**src/hw/rtl/lmrp_pkg.sv**
```systemverilog
package lmrp_pkg;

    localparam logic [7:0] HDR_BYTE_0 = 8'h6F;
    localparam logic [7:0] HDR_BYTE_1 = 8'h20;
    localparam logic [7:0] HDR_BYTE_2 = 8'h6C;
    localparam logic [7:0] HDR_BYTE_3 = 8'h6F;
    localparam logic [7:0] TYPE_LOAD  = 8'h01;
    localparam logic [7:0] TYPE_XFER  = 8'h02;
    localparam logic [7:0] TYPE_MAX   = 8'h1F;
    localparam logic [7:0] XFER_MARK  = 8'h02;

    localparam logic [1:0] ST_OK       = 2'd0;
    localparam logic [1:0] ST_BAD_TYPE = 2'd1;
    localparam logic [1:0] ST_BAD_MARK = 2'd2;
    localparam logic [1:0] ST_TRUNC    = 2'd3;

    typedef enum logic [3:0] {
        PH_FIRST,
        PH_HDR,
        PH_TYPE,
        PH_COUNT,
        PH_ALO,
        PH_AHI,
        PH_DATA,
        PH_XMARK,
        PH_XLO,
        PH_XHI,
        PH_SKIPLEN,
        PH_SKIP,
        PH_DONE_OK,
        PH_DONE_T,
        PH_DONE_M
    } phase_t;

    typedef enum logic [1:0] {
        TK_LOAD,
        TK_XFER,
        TK_SKIP,
        TK_BAD
    } type_kind_t;

    typedef struct packed {
        logic [7:0] image_byte;
        logic       last_byte;
    } in_word_t;

    typedef struct packed {
        logic        write_valid;
        logic [15:0] write_address;
        logic [7:0]  write_data;
        logic        finished;
        logic [1:0]  status;
        logic        transfer_valid;
        logic [15:0] transfer_address;
    } out_word_t;

    // byte plus the decode the parser needs from it
    typedef struct packed {
        logic [7:0] image_byte;
        logic       last_byte;
        logic [3:0] hdr_hit;
        type_kind_t kind;
        logic       is_zero;
        logic       is_xmark;
        logic [8:0] count_left;
    } class_word_t;

endpackage

```
**src/hw/rtl/lmrp_front.sv**
```systemverilog
module lmrp_front
    import lmrp_pkg::*;
(
    input  in_word_t    word,
    output class_word_t cls
);

    logic [7:0] b;

    assign b = word.image_byte;

    always_comb
    begin
        cls.image_byte = b;
        cls.last_byte  = word.last_byte;
        cls.hdr_hit[0] = (b == HDR_BYTE_0);
        cls.hdr_hit[1] = (b == HDR_BYTE_1);
        cls.hdr_hit[2] = (b == HDR_BYTE_2);
        cls.hdr_hit[3] = (b == HDR_BYTE_3);
        if (b == TYPE_LOAD)
            cls.kind = TK_LOAD;
        else if (b == TYPE_XFER)
            cls.kind = TK_XFER;
        else if (b > TYPE_MAX)
            cls.kind = TK_BAD;
        else
            cls.kind = TK_SKIP;
        cls.is_zero  = (b == 8'h00);
        cls.is_xmark = (b == XFER_MARK);
        // counts 0..2 stand for 256..258; two counted bytes are the address
        if (b <= 8'd2)
            cls.count_left = {1'b0, b} + 9'd254;
        else
            cls.count_left = {1'b0, b} - 9'd2;
    end

endmodule

```
**src/hw/rtl/lmrp_queue.sv**
```systemverilog
module lmrp_queue
    import lmrp_pkg::*;
(
    input  logic        clk,
    input  logic        rst_n,
    input  logic        push,
    input  class_word_t push_word,
    output logic        full,
    input  logic        pop,
    output logic        not_empty,
    output class_word_t head
);

    class_word_t entry_reg [2];
    logic        wr_ptr_reg;
    logic        wr_ptr_next;
    logic        rd_ptr_reg;
    logic        rd_ptr_next;
    logic [1:0]  count_reg;
    logic [1:0]  count_next;
    logic        do_push;
    logic        do_pop;

    assign full      = (count_reg == 2'd2);
    assign not_empty = (count_reg != 2'd0);
    assign head      = entry_reg[rd_ptr_reg];
    assign do_push   = push && !full;
    assign do_pop    = pop && not_empty;

    always_comb
    begin
        wr_ptr_next = do_push ? !wr_ptr_reg : wr_ptr_reg;
        rd_ptr_next = do_pop ? !rd_ptr_reg : rd_ptr_reg;
        count_next  = count_reg;
        if (do_push && !do_pop)
            count_next = count_reg + 2'd1;
        else if (do_pop && !do_push)
            count_next = count_reg - 2'd1;
    end

    always_ff @(posedge clk or negedge rst_n)
    begin
        if (!rst_n)
        begin
            wr_ptr_reg <= 1'b0;
            rd_ptr_reg <= 1'b0;
            count_reg  <= 2'd0;
        end
        else
        begin
            wr_ptr_reg <= wr_ptr_next;
            rd_ptr_reg <= rd_ptr_next;
            count_reg  <= count_next;
        end
    end

    always_ff @(posedge clk)
    begin
        if (do_push)
            entry_reg[wr_ptr_reg] <= push_word;
    end

endmodule

```
**src/hw/rtl/lmrp_back.sv**
```systemverilog
module lmrp_back
    import lmrp_pkg::*;
(
    input  logic        clk,
    input  logic        rst_n,
    input  logic        cls_valid,
    input  class_word_t cls,
    output logic        cls_pop,
    output logic        out_valid,
    input  logic        out_ready,
    output out_word_t   out_word
);

    phase_t      phase_reg;
    phase_t      phase_next;
    phase_t      phase_store;
    logic [8:0]  data_left_reg;
    logic [8:0]  data_left_next;
    logic [15:0] load_addr_reg;
    logic [15:0] load_addr_next;
    logic [7:0]  skip_left_reg;
    logic [7:0]  skip_left_next;
    logic [15:0] entry_addr_reg;
    logic [15:0] entry_addr_next;
    logic        entry_known_reg;
    logic        entry_known_next;
    logic        wr_en;
    logic        advance;
    logic        out_valid_reg;
    out_word_t   out_word_reg;
    out_word_t   result;
    logic [7:0]  b;

    assign b         = cls.image_byte;
    assign advance   = cls_valid && (!out_valid_reg || out_ready);
    assign cls_pop   = advance;
    assign out_valid = out_valid_reg;
    assign out_word  = out_word_reg;

    function automatic phase_t type_phase(input type_kind_t k);
        case (k)
            TK_LOAD: type_phase = PH_COUNT;
            TK_XFER: type_phase = PH_XMARK;
            TK_BAD:  type_phase = PH_DONE_T;
            default: type_phase = PH_SKIPLEN;
        endcase
    endfunction

    // next state
    always_comb
    begin
        phase_next       = phase_reg;
        data_left_next   = data_left_reg;
        load_addr_next   = load_addr_reg;
        skip_left_next   = skip_left_reg;
        entry_addr_next  = entry_addr_reg;
        entry_known_next = entry_known_reg;
        wr_en            = 1'b0;
        case (phase_reg)
            PH_FIRST, PH_TYPE:
            begin
                if (phase_reg == PH_FIRST && cls.hdr_hit[0])
                begin
                    skip_left_next = 8'd1;
                    phase_next     = PH_HDR;
                end
                else
                begin
                    phase_next = type_phase(cls.kind);
                    if (cls.kind == TK_SKIP)
                        skip_left_next = b;
                end
            end
            PH_HDR:
            begin
                if (!cls.hdr_hit[skip_left_reg[1:0]])
                    phase_next = PH_DONE_T;
                else
                begin
                    skip_left_next = skip_left_reg + 8'd1;
                    if (skip_left_reg[1:0] == 2'd3)
                        phase_next = PH_TYPE;
                end
            end
            PH_COUNT:
            begin
                data_left_next = cls.count_left;
                phase_next     = PH_ALO;
            end
            PH_ALO, PH_XLO:
            begin
                load_addr_next = {8'h00, b};
                phase_next     = (phase_reg == PH_ALO) ? PH_AHI : PH_XHI;
            end
            PH_AHI:
            begin
                load_addr_next = {b, load_addr_reg[7:0]};
                phase_next     = (data_left_reg == 9'd0) ? PH_TYPE : PH_DATA;
            end
            PH_DATA:
            begin
                wr_en          = 1'b1;
                load_addr_next = load_addr_reg + 16'd1;
                data_left_next = data_left_reg - 9'd1;
                if (data_left_reg == 9'd1)
                    phase_next = PH_TYPE;
            end
            PH_XMARK:
                phase_next = cls.is_xmark ? PH_XLO : PH_DONE_M;
            PH_XHI:
            begin
                entry_addr_next  = {b, load_addr_reg[7:0]};
                entry_known_next = 1'b1;
                phase_next       = PH_TYPE;
            end
            PH_SKIPLEN:
            begin
                // type 0 with zero length ends the image
                if (cls.is_zero && skip_left_reg == 8'd0)
                    phase_next = PH_DONE_OK;
                else
                begin
                    skip_left_next = b;
                    phase_next     = cls.is_zero ? PH_TYPE : PH_SKIP;
                end
            end
            PH_SKIP:
            begin
                skip_left_next = skip_left_reg - 8'd1;
                if (skip_left_reg == 8'd1)
                    phase_next = PH_TYPE;
            end
            default:
                ;
        endcase
        phase_store = cls.last_byte ? PH_FIRST : phase_next;
    end

    // result word
    always_comb
    begin
        result.write_valid      = wr_en;
        result.write_address    = wr_en ? load_addr_reg : 16'h0000;
        result.write_data       = wr_en ? b : 8'h00;
        result.transfer_valid   = entry_known_next;
        result.transfer_address = entry_addr_next;
        result.finished         = 1'b1;
        case (phase_next)
            PH_DONE_T:  result.status = ST_BAD_TYPE;
            PH_DONE_M:  result.status = ST_BAD_MARK;
            PH_DONE_OK: result.status = ST_OK;
            default:
            begin
                result.finished = cls.last_byte;
                if (cls.last_byte && phase_next != PH_TYPE)
                    result.status = ST_TRUNC;
                else
                    result.status = ST_OK;
            end
        endcase
    end

    always_ff @(posedge clk or negedge rst_n)
    begin
        if (!rst_n)
        begin
            phase_reg       <= PH_FIRST;
            data_left_reg   <= 9'd0;
            load_addr_reg   <= 16'h0000;
            skip_left_reg   <= 8'd0;
            entry_addr_reg  <= 16'h0000;
            entry_known_reg <= 1'b0;
            out_valid_reg   <= 1'b0;
        end
        else
        begin
            if (advance)
            begin
                phase_reg       <= phase_store;
                data_left_reg   <= cls.last_byte ? 9'd0 : data_left_next;
                load_addr_reg   <= load_addr_next;
                skip_left_reg   <= cls.last_byte ? 8'd0 : skip_left_next;
                entry_addr_reg  <= entry_addr_next;
                entry_known_reg <= entry_known_next;
                out_valid_reg   <= 1'b1;
            end
            else if (out_ready)
                out_valid_reg <= 1'b0;
        end
    end

    always_ff @(posedge clk)
    begin
        if (advance)
            out_word_reg <= result;
    end

    a_err_is_final: assert property (@(posedge clk) disable iff (!rst_n)
        out_valid_reg && out_word_reg.status != ST_OK |-> out_word_reg.finished)
        else $error("error status without finished");

    a_data_nonzero: assert property (@(posedge clk) disable iff (!rst_n)
        phase_reg == PH_DATA |-> data_left_reg != 9'd0)
        else $error("data phase with no bytes left");

    a_hdr_index: assert property (@(posedge clk) disable iff (!rst_n)
        phase_reg == PH_HDR |-> skip_left_reg != 8'd0 && skip_left_reg <= 8'd3)
        else $error("header index out of range");

    a_entry_sticky: assert property (@(posedge clk) disable iff (!rst_n)
        entry_known_reg |=> entry_known_reg)
        else $error("transfer valid dropped without reset");

    a_write_payload: assert property (@(posedge clk) disable iff (!rst_n)
        out_valid_reg && !out_word_reg.write_valid |->
            out_word_reg.write_address == 16'h0000 && out_word_reg.write_data == 8'h00)
        else $error("write payload set without write");

endmodule

```
**src/hw/rtl/load_module_record_parser.sv**
```systemverilog
// Load-module record parser.
// in_valid/in_ready/in_word carry one image byte per word, with last_byte
// marking the final byte of an image. out_valid/out_ready/out_word return
// exactly one result word per input word, in order: an optional memory
// write plus finished, status and the latest transfer address.
// Throughput is one word per cycle while out_ready is high. An accepted word is
// decoded and queued in a two-entry queue, parsed from the queue head, and its
// result is registered in the output register that drives out_word; the
// parser state register is the one-byte-per-cycle loop.
// When out_ready is low the result holds in the output register and
// the queue absorbs up to two more words before in_ready drops.
// Reset empties the queue and the output register, returns the parser to
// the start of an image and clears the transfer address and its valid bit.
// After a last_byte word the next word starts a new image; the transfer
// address survives across images.
module load_module_record_parser
    import lmrp_pkg::*;
(
    input  logic      clk,
    input  logic      rst_n,
    input  logic      in_valid,
    output logic      in_ready,
    input  in_word_t  in_word,
    output logic      out_valid,
    input  logic      out_ready,
    output out_word_t out_word
);

    class_word_t cls_in;
    class_word_t cls_head;
    logic        q_full;
    logic        q_not_empty;
    logic        q_pop;

    assign in_ready = !q_full;

    lmrp_front u_front (
        .word (in_word),
        .cls  (cls_in)
    );

    lmrp_queue u_queue (
        .clk       (clk),
        .rst_n     (rst_n),
        .push      (in_valid),
        .push_word (cls_in),
        .full      (q_full),
        .pop       (q_pop),
        .not_empty (q_not_empty),
        .head      (cls_head)
    );

    lmrp_back u_back (
        .clk       (clk),
        .rst_n     (rst_n),
        .cls_valid (q_not_empty),
        .cls       (cls_head),
        .cls_pop   (q_pop),
        .out_valid (out_valid),
        .out_ready (out_ready),
        .out_word  (out_word)
    );

endmodule
```
**config.mk**
```make
export PLATFORM = sky130hd
export DESIGN_NAME = load_module_record_parser
export DESIGN_NICKNAME = d
export VERILOG_FILES = /design/src/hw/rtl/lmrp_pkg.sv /design/src/hw/rtl/lmrp_front.sv /design/src/hw/rtl/lmrp_queue.sv /design/src/hw/rtl/lmrp_back.sv /design/src/hw/rtl/load_module_record_parser.sv
export SDC_FILE = /design/constraint.sdc
export NUM_CORES = 1
export LEC_CHECK = 0
export BUFFER_PORTS_ARGS = -buffer_cell sky130_fd_sc_hd__buf_2
export CAP_MARGIN = 20
export CORE_ASPECT_RATIO = 1.25
export CORE_MARGIN = 2
export CORE_UTILIZATION = 45
export CTS_BUF_LIST = sky130_fd_sc_hd__clkbuf_8
export DETAILED_ROUTE_END_ITERATION = 10
export GPL_TIMING_DRIVEN = 0
export PLACE_DENSITY = 0.59
export SLEW_MARGIN = 10
export SYNTH_ARGS = -nofsm -noshare
export SYNTH_HDL_FRONTEND = slang
export SYNTH_SLANG_ARGS = --single-unit
```
**constraint.sdc**
```tcl
create_clock -name clk -period 3.76 [get_ports clk]
set_input_delay 0.564 -clock clk [delete_from_list [all_inputs] [get_ports clk]]
set_output_delay 0.564 -clock clk [all_outputs]
set_load 0.01 [all_outputs]
```
Yosys cells after proc, flatten, opt, wreduce, memory -nomap -nowiden
Memories as Yosys holds them, arrays and structs flattened.
Cells that the tools add are included.
{ "totals": {"romBits": 0, "mem_bits_rw": 52, "output_inout_bits": 47, "in_bits": 13, "mem_count": 1, "regBits": 104, "word_cells": 134, "latchBits": 0} }
{ "mem_list": {"columns": ["memory", "depth", "width", "rd", "rd_clocked_by_memory_dff", "wr", "line", "text"], "rows": [
  ["u_queue.entry_reg", 2, 26, 1, 0, 1, "lmrp_queue.sv:14", "class_word_t entry_reg [2];"]
]} }
{ "op_classes": {"n_div": 0, "add_sub_neg": 8, "shifts": 0, "reduce_logical": 34, "eq_ne": 30, "bitwise": 1, "order_cmp": 3, "n_mul": 0, "n_mux": 39} }
{ "op_table": {"columns": ["op", "count"], "rows": [
  ["case mux 16 bit (3 select lines)", 1],
  ["two-way mux 8 bit", 5],
  ["case mux 4 bit (10 select lines)", 1],
  ["two-way mux 4 bit", 9],
  ["case mux 8 bit (4 select lines)", 1],
  ["== test 4 bit, second input constant", 7],
  ["two-way mux 9 bit", 2],
  ["case mux 9 bit (2 select lines)", 1],
  ["adder 16 x 1 -> 16 bit, second input constant", 1],
  ["== test 4 x 3 -> 1 bit, second input constant", 4],
  ["== test 8 x 1 -> 1 bit, second input constant", 2],
  ["== test 8 x 7 -> 1 bit, second input constant", 2],
  ["logical NOT 8 bit", 2],
  ["two-way mux 16 bit", 1],
  ["case mux 4 bit (3 select lines)", 1],
  ["two-way mux 2 bit", 5],
  ["adder 8 x 8 -> 9 bit, second input constant", 1],
  ["== test 9 x 1 -> 1 bit, second input constant", 1],
  ["logical NOT 9 bit", 1],
  ["subtractor 8 x 2 -> 9 bit, second input constant", 1],
  ["subtractor 9 x 1 -> 9 bit, second input constant", 1],
  ["adder 8 x 1 -> 8 bit, second input constant", 1],
  ["== test 2 bit, second input constant", 4],
  ["== test 4 x 2 -> 1 bit, second input constant", 2],
  ["other kinds (32)", 58]
]} }

Depth between registers and ports, before layout
Gate-level depths: netlist (run 1).
An unclocked memory read counts as a cell.
{ "depth": {"ltp_word": 9, "ltp_mapped": 10} }

By module
Synthesis (run 1) repeated with hierarchy kept, for this count alone.
{ "unflattened": {"hier_cells": 666, "hier_area_um2": 7910.1} }
{ "modules_own_cells": {"columns": ["mod", "seq_area_each_um2", "area_each_um2", "cells_each", "n_inst"], "rows": [
  ["lmrp_back", 2727.6, 5411.4, 521, 1],
  ["lmrp_queue", 1661.6, 2177.1, 100, 1],
  ["lmrp_front", 0.0, 317.8, 44, 1],
  ["load_module_record_parser", 0.0, 3.8, 1, 1]
]} }

Least setup slack after synthesis (run 1)
No wires, ideal clock.
{ "synth_timing": {"path_kind": "input port to flip-flop", "from": "input out_ready", "to": "register u_back.entry_addr_reg[4]", "arrival_ns": 2.803, "setup_slack_ns": 0.832, "t_required_ns": 3.635, "cell_stages": 7, "cell_sequence": "nand2b_1 o21ai_1 inv_1 and2_1 buf_2 buf_2 mux2_2"} }
{ "synth_via": {"elab_chain_cells": 2} }
{ "synth_rtl": {"columns": ["item", "line", "text"], "rows": [
  ["start, declared", "load_module_record_parser.sv:25", "input logic out_ready,"],
  ["logical OR 1 bit", "lmrp_back.sv:35", "assign advance = cls_valid && (!out_valid_reg || out_ready);"],
  ["logical AND 1 bit", "lmrp_back.sv:35", null],
  ["net q_pop", "load_module_record_parser.sv:33", "logic q_pop;"],
  ["end signal, assigned", "lmrp_back.sv:183", "entry_addr_reg <= entry_addr_next;"],
  ["end, declared", "lmrp_back.sv:23", "logic [15:0] entry_addr_reg;"]
]} }
The timed path passes the listed nets, and every way through them passes these cells.
A chain may end at the register's enable or synchronous reset.

Final worst setup path (run 1)
{ "layout_timing": {"from": "register u_queue.count_reg[0]", "to": "register u_back.entry_known_reg"} }
{ "layout_via": {"elab_chain_cells": 2} }
{ "layout_rtl": {"columns": ["item", "line", "text"], "rows": [
  ["start, declared", "lmrp_queue.sv:19", "logic [1:0] count_reg;"],
  ["start signal, assigned", "lmrp_queue.sv:53", "count_reg <= count_next;"],
  ["nonzero test 2 bit", "lmrp_queue.sv:25", "assign not_empty = (count_reg != 2'd0);"],
  ["logical AND 1 bit", "lmrp_back.sv:35", null],
  ["net q_pop", "load_module_record_parser.sv:33", null],
  ["end signal, assigned", "lmrp_back.sv:184", "entry_known_reg <= entry_known_next;"],
  ["end, declared", "lmrp_back.sv:25", "logic entry_known_reg;"]
]} }
The timed path passes the listed nets, and every way through them passes these cells.

==> results.md, run 1 <==
- Status: finished clean
- Clk_lat worst skew: approximately 0.45 ns
- Fin. Hold Viols: 0
- Clock skew: ~0.0083 ns
- Fmax: 358.8 MHz
- # setup viols final: 0
- Final HPWL DP: 12740 um
- Worst-Margin Slew: roughly 1.1 ns
- Crit end category: flop
- FILL cells: roughly 1500
- Post-CTS Resized: 0
- Final antenna-violating net count: 0
- Clock sinks: about 150
- Hold WS: 0.2079 ns
- Critical path arrival: roughly 3.1 ns
- RSZ-0062 raised after global routing: false
- Sequential share of the synthesized area: a little under three fifths
- DR DRC count: 0
- Postcts setup bufs: 0
- Die X: 119.7 um
- Vias in the first global route: approximately 5600
- Drt total wl: 17800 um
- Slew Limit Fails: 0
- GR Util All Layers: just over 20%
- Pre-CTS setup slack: about 0.8 ns
- Final Cycle Share: roughly three quarters
- Clk root buf: clkbuf_8
- Cell Rows: 52
- #FFs+latches synth: 152
- First-pass GRT wire length: 28500 um
- Hold Crit Class: input pin to async pin
- Cts hold-fix bufs: 0
- # nets final: just under 800
- Diodes inserted: 0
- Rel. slew slack: between 20% and 30%
- Iteration-0 DRC Markers: approximately 440
- Max Cap Viol: 0
- Max H-tree Level: 4
- GPL Wtd Cong: around 0.90
- DR vias/cell: 5.761
- Util after Layout: a little over half
- Post-synth top area share: 37.09%
- Largest net degree at the start of global routing: 60
- Power density cells: 790.6 nW/um^2
- Die span in y: between 100 and 150 um
- Grt total ovfl: 0
- Crit path launch type: flop
- CTS tree: done
- Max FFs per register: between 40 and 50
- Area Overhead vs Synth: 13.11%
- Ranking of synthesized cells by area: edfxtp_1, dfrtp_1, nor2_1
- Synth area leader: edfxtp_1
- Initial Util: between 40% and 50%
- Synth cell count leaders: edfxtp_1, nor2_1, dfrtp_1, o21ai_0, a21oi_1
- IO Count: 60
- Syn_nets: 708
- Leakage: 3.409 nW
- Number of port buffers: between 50 and 60
- Worst-path clk slew: 0.08 ns
- Post-Syn Instances: 685
- Share of layout cells above drive strength 1: 18.10%
- Routed len/inst: ~18 um
- Setup ws final: between 0.9 and 1 ns
- Ys flop type: edfxtp_1
- CTS buffer count: 17
- Core Box Area: 16270 sq um
- Crit path required time: between 4 and 5 ns
- Setup TNS: 0 ns
- First drt pass iteration count: 5
- Kind of critical path: flop to flop
- CP max FO: 36
- Vias: about 5700
- Die area: around 18000 sq um
- Fraction of registers with async set or reset after synthesis: 38.82%
- Post-Syn Area per Cell: approximately 11 sq um
- Worst-case vdd ir drop: around 0.38 mV
- Synth Warn #: 0
- Clock Path Buffers: 2
- EDFF count, synth: between 90 and 100
- Post-Syn Area: roughly 7500 sq um
- Count leader, synth: edfxtp_1
- Final min period: roughly 2.8 ns
- Synth cell types: 65
- Initial antenna violation count: 0
[logic make-up after synthesis]
kind of cell,after synthesis,share of synthesized area (%)
buffers and inverters,62,3.756
xor gates and xnor gates,12,1.396
muxes,47,7.063
DFF,152,56.71
and+or+nand+nor,224,14.41
AOI/OAI and AO/OA,178,15.01
adders and majority gates,10,1.662
[critical path, stage by stage (launching register included)]
cell and delay, ns:
dfrtp_1 0.44, o21ai_1 0.71, inv_2 0.41, buf_12 0.30, and2_1 0.15, buf_2 0.16
buf_2 0.20, or2_2 0.28
[metal layers]
metal,track usage [%],part of all wire (%),vias up
met5,0,0,-
met4,10.71,3.2,0
met3,3.528,5.7,45
met2,35.83,51,231
met1,24.60,40,2763
li1,-,-,2693
[placed cells by master (no fill, tap or decap), types with 4 or more instances in the layout]
master	Yosys	layout
xor2_1	6	6
xnor2_1	6	6
nor4_1	5	5
buf_4	6	7
inv_1	21	23
a31oi_1	10	10
dfrtp_1	59	59
o221ai_1	4	4
and2_1	15	15
a21oi_1	51	51
a211oi_1	4	4
nor2b_1	5	5
nor3_1	14	14
o22ai_1	6	6
ha_1	10	10
clkinv_2	0	5
buf_2	8	66
clkbuf_8	0	18
o32a_1	5	5
a22o_1	4	4
o31ai_1	4	4
edfxtp_1	93	93
mux2_2	23	23
nand3_1	14	14
nor2_1	83	82
nand2_1	47	47
mux2i_1	22	22
nand2b_1	9	9
a221oi_1	4	4
o21ai_0	56	56
and3_1	7	7
clkbuf_1	22	22
[final cells by class]
class / count / area (sq um) / share of cell area [%]
clock buffer: 18 / 247.7 / 2.909
clock inverter: 14 / 118.9 / 1.396
inverter: 21 / 78.83 / 0.9257
buffer: 41 / 203.9 / 2.395
tap: 216 / 270.3 / 3.174
sequential: 152 / 4269 / 50.13
multi-input combinational: 471 / 2979 / 34.98
timing repair buffer: 62 / 347.8 / 4.085
[metrics by stage]
stage | std cells | instance area (sq um) | total power, W
5_1_grt | 995 | 8516 | 0.007167
3_5_place_dp | 962 | 8134 | 0.005561
4_1_cts | 994 | 8501 | 0.006735
3_3_place_gp | 960 | 8094 | 0.005473
2_1_floorplan | 685 | 7528 | 0.004656
6_report | 995 | 8516 | 0.006732
[power breakdown]
group | internal, W | switching (W)
Clock | 0.000588 | 0.000584
Sequential | 0.00245 | 0.000285
Combinational | 0.00108 | 0.00175
[worst paths after layout]
check	slack, ns	endpoint	start	cells past startpoint
worst max-delay path	0.97	u_back.entry_known_reg$_DFFE_PN0P_	u_queue.count_reg[0]$_DFFE_PN0P_	7
worst min-delay path	0.21	u_back.load_addr_reg[4]$_DFFE_PN0P_	rst_n	1
worst max register to register	0.97	u_back.entry_known_reg$_DFFE_PN0P_	u_queue.count_reg[0]$_DFFE_PN0P_	7
worst min register to register	0.48	u_back.entry_known_reg$_DFFE_PN0P_	u_back.entry_known_reg$_DFFE_PN0P_	1
max in group asynchronous	3.03	u_back.entry_addr_reg[14]$_DFFE_PN0P_	rst_n	1
min in group clk	0.31	u_queue.entry_reg[1][17]$_DFFE_PP_	in_word[0]	1
Power figures use the tool's default switching activity.
==> inputs of run 2 (changes only) <==
==> constraint.sdc (replaced) <==
create_clock -name clk -period 2.8 [get_ports clk]
set_input_delay 0.42 -clock clk [delete_from_list [all_inputs] [get_ports clk]]
set_output_delay 0.42 -clock clk [all_outputs]
set_load 0.01 [all_outputs]
==> run 2 against run 1 <==
  * Final area is 0.13% higher
  * Non-clock buffer count is the same
  * Power grew 35%
  * Combinational power is 35% higher
  * First-iteration DRC count fell by 8.8%
  * Setup slack got worse by 0.86 ns
  * Critical path type unchanged
  * Largest cell class unchanged
==> results.md, run 2 (synthesis results as in run 1) <==
- Most frequent cells in the layout: edfxtp_1, nor2_1, buf_2, dfrtp_1, o21ai_0 (unchanged)
- Gr busiest metal: met2 (unchanged)
- Iteration-0 DRC Markers: 403 (was 442)
- Postcts setup bufs: 0 (unchanged)
- CP max FO: 10 (was 36)
- Worst-path clk slew: 0.08 ns (about the same)
- First-pass GRT wire length: 28500 um (unchanged)
- Power density cells: 1064 nW/um^2 (was 790.6 nW/um^2)
- Dpl cells: 962 (unchanged)
- Clk_lat worst skew: 0.45 ns (about the same)
- Die span in y: 148.6 um (unchanged)
- Max FFs per register: 48 (unchanged)
- Leakage: 3.411 nW (was 3.409 nW)
- Area Overhead vs Synth: 13.26% (was 13.11%)
- Final Cycle Share: 96.11% (was 74.13%)
- CP max stage delay: 0.87 ns (was 0.71 ns)
- Share of layout cells above drive strength 1: 18.49% (was 18.10%)
- First drt pass iteration count: 5 (unchanged)
- Fmax: 371.6 MHz (was 358.8 MHz)
- Worst path bufs/invs: 4 (unchanged)
- Hold Crit Class: input pin to async pin (unchanged)
- Cell Rows: 52 (unchanged)
- Clk root buf: clkbuf_8 (unchanged)
- IO Count: 60 (unchanged)
- Grt total ovfl: 0 (unchanged)
- Vias in the first global route: 5622 (unchanged)
- Core Box Area: 16270 sq um (unchanged)
- Fin. Hold Viols: 0 (unchanged)
- Worst-Margin Slew: 1.134 ns (was 1.146 ns)
- Worst-case vdd ir drop: 0.5153 mV (was 0.3817 mV)
- Final antenna-violating net count: 0 (unchanged)
- Pwr Total: 0.009071 W (was 0.006732 W)
- Rel. slew slack: 22.24% (was 21.42%)
- Util after Layout: 52.42% (was 52.35%)
- Delay-heaviest family, CP: buffers and inverters (unchanged)
- Max Cap Viol: 0 (unchanged)
- Hold WS: 0.06033 ns (was 0.2079 ns)
- Clock sinks: 152 (unchanged)
- Status: finished clean (unchanged)
- Cell Count, Final, Fillers Out: 995 (unchanged)
- Die area: 17790 sq um (unchanged)
- Routed len/inst: 17.93 um (was 17.89 um)
- Max H-tree Level: 4 (unchanged)
- Met2 usage: 35.83% (unchanged)
- Final HPWL DP: 12740 um (unchanged)
- RSZ-0062 raised after global routing: false (unchanged)
- Met3 Use GR: 3.528% (unchanged)
- Vias: 5749 (was 5732)
- Die X: 119.7 um (unchanged)
- FILL cells: 1500 (was 1497)
- # setup viols final: 0 (unchanged)
- Crit path launch type: flop (unchanged)
- Crit path cell chain: buf_6 > buf_6 > buf_2 > buf_2 > mux2i_1 > a21oi_1 > o22a_1 (was o21ai_1 > inv_2 > buf_12 > and2_1 > buf_2 > buf_2 > or2_2)
- Most common cell after layout, fill and taps aside: edfxtp_1 (unchanged)
- DR DRC count: 0 (unchanged)
- Crit end category: flop (unchanged)
- Slew Limit Fails: 0 (unchanged)
- Kind of critical path: flop to flop (unchanged)
- Clock skew: 0.007976 ns (was 0.008300 ns)
- # nets final: 789 (unchanged)
- Met1 Use GR: 24.60% (unchanged)
- Setup TNS: 0 ns (unchanged)
- CTS tree: done (unchanged)
- Initial Util: 46.28% (unchanged)
- Initial antenna violation count: 0 (unchanged)
- Drt total wl: 17840 um (was 17800 um)
- Clock Path Buffers: 2 (unchanged)
- DR vias/cell: 5.778 (was 5.761)
- Crit path required time: 3.14 ns (was 4.09 ns)
- Slowest cell on the critical path: mux2i_1 (was o21ai_1)
- Critical path arrival: 3.03 ns (was 3.12 ns)
- Largest net degree at the start of global routing: 60 (unchanged)
- Number of port buffers: 59 (unchanged)
- CTS buffer count: 17 (unchanged)
- Diodes inserted: 0 (unchanged)
- GPL Wtd Cong: 0.9009 (unchanged)
- Final min period: 2.691 ns (was 2.787 ns)
- GR Util All Layers: 20.64% (unchanged)
run 2: final timing paths:
kind / from / cells past startpoint / to / slack (ns)
worst min register to register: u_back.entry_known_reg$_DFFE_PN0P_ / 1 / u_back.entry_known_reg$_DFFE_PN0P_ / 0.47
max in group asynchronous: rst_n / 1 / u_queue.wr_ptr_reg$_DFFE_PN0P_ / 2.22
min in group clk: in_word[0] / 1 / u_queue.entry_reg[1][17]$_DFFE_PP_ / 0.16
worst min-delay path: rst_n / 1 / u_back.load_addr_reg[4]$_DFFE_PN0P_ / 0.06
worst max register to register: u_queue.rd_ptr_reg$_DFFE_PN0P_ / 7 / u_back.load_addr_reg[4]$_DFFE_PN0P_ / 0.11
worst max-delay path: u_queue.rd_ptr_reg$_DFFE_PN0P_ / 7 / u_back.load_addr_reg[4]$_DFFE_PN0P_ / 0.11
run 2: what timing repair did:
action | CTS | global route
hold buffers | 0 | 0
endpoints found under the setup margin | 0 | 27
gates resized for setup | 0 | 3
run 2: metrics by stage:
stage	area [sq um]	setup slack [ns]
after floorplan	7528	0.01584
after global placement	8094	-1.044
after detailed placement	8134	0.004080
after CTS	8501	0.01030
after global routing	8527	0.00007172
final	8527	0.1089
run 2: where the power goes:
part           internal, W  total (W)  switching (W)
Clock             0.000789    0.00158       0.000790
Combinational      0.00145    0.00382        0.00237
Sequential         0.00329    0.00367       0.000384
Total              0.00553    0.00907        0.00354
run 2: final cells by class:
cell class	instances	area (sq um)	area share, %
Buffer	41	203.9	2.392
Clock buffer	18	247.7	2.905
Clock inverter	14	118.9	1.394
Inverter	21	78.83	0.9244
Multi-Input combinational cell	471	2990	35.07
Sequential cell	152	4269	50.07
Tap cell	216	270.3	3.169
Timing Repair Buffer	62	347.8	4.079
run 2: metal layers:
metal,wire [um],vias to the layer above
met5,0,-
met4,628,0
met3,882,53
met2,9017,217
met1,7311,2787
li1,-,2692
==> inputs of run 3 (changes only) <==
--- a/config.mk
+++ b/config.mk
@@ -11,9 +11,11 @@
 export CORE_MARGIN = 2
 export CORE_UTILIZATION = 45
 export CTS_BUF_LIST = sky130_fd_sc_hd__clkbuf_8
+export CTS_CLUSTER_DIAMETER = 50
 export DETAILED_ROUTE_END_ITERATION = 10
 export GPL_TIMING_DRIVEN = 0
-export PLACE_DENSITY = 0.59
+export PLACE_DENSITY = 0.6
+export SETUP_SLACK_MARGIN = 0.2
 export SLEW_MARGIN = 10
 export SYNTH_ARGS = -nofsm -noshare
 export SYNTH_HDL_FRONTEND = slang
==> run 3 against run 2 <==
  * Sequential cell count is the same
  * Critical path type unchanged
  * Cell count up 0.60%
  * Clock-buffer cell count stayed put
  * Hold slack worse by 0.0042 ns
  * Largest power group unchanged
  * Final area increased by 2.9%
  * Global-route usage grew 0.63 points
  * Critical endpoint is now u_back.out_word[18]$_DFFE_PP_
  * Clock skew is 0.0017 ns higher
  * Die area unchanged
  * Clock power is 34% higher
  * Sequential power about the same
  * Register-to-register slack improved by 0.16 ns
  * Wire length increased by 3.0%
==> results.md, run 3 (synthesis results as in run 1) <==
- Core Box Area: 16270 sq um (unchanged)
- DR vias/cell: 5.745 (was 5.778)
- Multi-input gate area in the final layout: 3040 sq um (was 2990 sq um)
- Crit path launch: u_back.data_left_reg[4]$_DFFE_PN0P_ (was u_queue.rd_ptr_reg$_DFFE_PN0P_)
- Share of layout cells above drive strength 1: 21.27% (was 18.49%)
- Final HPWL DP: 12710 um (was 12740 um)
- First-pass GRT wire length: 29090 um (was 28500 um)
- IO Count: 60 (unchanged)
- Largest net degree at the start of global routing: 60 (unchanged)
- CTS tree: done (unchanged)
- Pwr Total: 0.009763 W (was 0.009071 W)
- Dpl cells: 961 (was 962)
- Diodes inserted: 0 (unchanged)
- Crit Reg-Reg Startpoint: u_back.data_left_reg[4]$_DFFE_PN0P_ (was u_queue.rd_ptr_reg$_DFFE_PN0P_)
- GR Util All Layers: 21.28% (was 20.64%)
- Crit end category: flop (unchanged)
- Cell Count, Final, Fillers Out: 1001 (was 995)
- Die area: 17790 sq um (unchanged)
- Clock sinks: 152 (unchanged)
- Power density cells: 1112 nW/um^2 (was 1064 nW/um^2)
- Reg area: 4269 sq um (unchanged)
- Slew Limit Fails: 0 (unchanged)
- Crit path required time: 3.05 ns (was 3.14 ns)
- Clock power frac: 21.7% (was 17.4%)
- Hold Crit Class: input pin to async pin (unchanged)
- Initial antenna violation count: 0 (unchanged)
- Max H-tree Level: 4 (unchanged)
- GPL Wtd Cong: 0.9140 (was 0.9009)
- Most common cell after layout, fill and taps aside: edfxtp_1 (unchanged)
- Area post-placement: 8122 sq um (was 8134 sq um)
- Max Cap Viol: 0 (unchanged)
- CTS buffer count: 17 (unchanged)
- Iteration-0 DRC Markers: 441 (was 403)
- DR DRC count: 0 (unchanged)
- # setup viols final: 0 (unchanged)
- Met1 Use GR: 25.20% (was 24.60%)
- Grt total ovfl: 0 (unchanged)
- Combinational power share: 40.5% (was 42.1%)
- Kind of critical path: flop to flop (unchanged)
- Met3 Use GR: 3.796% (was 3.528%)
- Worst-path clk slew: 0.08 ns (about the same)
- FILL cells: 1462 (was 1500)
- Vias in the first global route: 5701 (was 5622)
- Fmax: 395.4 MHz (was 371.6 MHz)
- Routed len/inst: 18.36 um (was 17.93 um)
- Cell Rows: 52 (unchanged)
- Area Overhead vs Synth: 16.60% (was 13.26%)
- First drt pass iteration count: 7 (was 5)
- Die X: 119.7 um (unchanged)
- Drt total wl: 18380 um (was 17840 um)
- Gr busiest metal: met2 (unchanged)
- Initial Util: 46.28% (unchanged)
- Crit path launch type: flop (unchanged)
- # nets final: 795 (was 789)
- Status: finished clean (unchanged)
- Switching power: 0.003695 W (was 0.003544 W)
- Final min period: 2.529 ns (was 2.691 ns)
- Most frequent cells in the layout: edfxtp_1, nor2_1, buf_2, dfrtp_1, o21ai_0 (unchanged)
- Fin. Hold Viols: 0 (unchanged)
- Reg2reg setup slack: 0.27 ns (was 0.11 ns)
- Clock Path Buffers: 2 (unchanged)
- Sequential Power Share: 37.8% (was 40.5%)
- Leakage: 3.496 nW (was 3.411 nW)
- CP max FO: 5 (was 10)
- Switching share of total power: 37.85% (was 39.07%)
- Final antenna-violating net count: 0 (unchanged)
- Clk_lat worst skew: 0.46 ns (was 0.45 ns)
- Number of port buffers: 59 (unchanged)
- RSZ-0062 raised after global routing: true (was false)
- Clk root buf: clkbuf_8 (unchanged)
- Clock skew: 0.009696 ns (was 0.007976 ns)
- Cts hold-fix bufs: 0 (unchanged)
- Worst-case vdd ir drop: 0.4945 mV (was 0.5153 mV)
- Post-route cell area: 8778 sq um (was 8527 sq um)
- Rel. slew slack: 27.60% (was 22.24%)
- Critical path arrival: 2.78 ns (was 3.03 ns)
- Worst-Margin Slew: 1.056 ns (was 1.134 ns)
- Die span in y: 148.6 um (unchanged)
- Met2 usage: 36.71% (was 35.83%)
- Max FFs per register: 48 (unchanged)
- Final Cycle Share: 90.33% (was 96.11%)
- Vias: 5751 (was 5749)
- Internal Power: 0.006068 W (was 0.005527 W)
[run 3: cell types whose count changed in the layout (fill, tap and decap cells not counted), moves of 4 or more]
cell / change
buf_4: +5
inv_1: -4
clkinv_2: -5
bufinv_16: +5
clkinv_4: +5
[run 3: final cells by class]
| type | instances | share of cell area [%] |
|---|---|---|
| timing repair buffer | 66 | 4.304 |
| sequential | 152 | 48.63 |
| clock buffer | 18 | 2.822 |
| clock inverter | 14 | 3.079 |
| buffer | 41 | 2.366 |
| tap | 216 | 3.079 |
| inverter | 21 | 0.9407 |
| multi-input combinational | 471 | 34.64 |
| timing repair inverter | 2 | 0.1425 |
[run 3: power by group through the flow]
stage	Clock (W)	Combinational (W)	Sequential [W]
finish	0.00212	0.00395	0.00369
global route	0.00226	0.00431	0.00377
CTS	0.00216	0.00386	0.00369
detailed placement	0	0.00375	0.00373
global placement	0	0.00365	0.00370
floorplan	0	0.00248	0.00378
[run 3: metrics by stage]
| stage | setup slack [ns] | setup TNS [ns] | utilization, % | hold WS (ns) |
|---|---|---|---|---|
| 3_5_place_dp | -0.7513 | -19.45 | 49.93 | 0.4538 |
| 2_1_floorplan | 0.2712 | 0 | - | 0.1244 |
| 4_1_cts | 0.2216 | 0 | 53.48 | 0.05694 |
| 6_report | 0.2708 | 0 | 53.97 | 0.05609 |
| 3_3_place_gp | -0.6326 | -14.79 | 49.81 | 0.4432 |
| 5_1_grt | 0.1298 | 0 | 53.97 | 0.09815 |
[run 3: critical path, cell delays in order (launching register included)]
cell      delay [ns]
dfrtp_1         0.43
or4_1           0.56
nor4_1          0.41
o221a_2         0.27
o211a_1         0.24
nor2b_1         0.10
a221oi_1        0.32
[run 3: final timing paths]
check | endpoint | cells after the start
max in group asynchronous | u_back.load_addr_reg[3]$_DFFE_PN0P_ | 1
min reg2reg | u_back.entry_known_reg$_DFFE_PN0P_ | 1
max | u_back.out_word[18]$_DFFE_PP_ | 6
max reg2reg | u_back.out_word[18]$_DFFE_PP_ | 6
min in group clk | u_queue.entry_reg[1][17]$_DFFE_PP_ | 1
min | u_back.skip_left_reg[7]$_DFFE_PN0P_ | 1
[run 3: what timing repair did]
action / CTS / global route
buffers inserted: 3 / 2
hold endpoints to repair: 0 / 0
endpoints found under the setup margin: 99 / 14
gates cloned: 2 / 0
resized for setup: 9 / 9
[run 3: per-layer routing]
layer	vias to the layer above	wire [um]
met5	-	0
met4	0	599
met3	41	916
met2	200	9457
met1	2808	7409
li1	2702	-
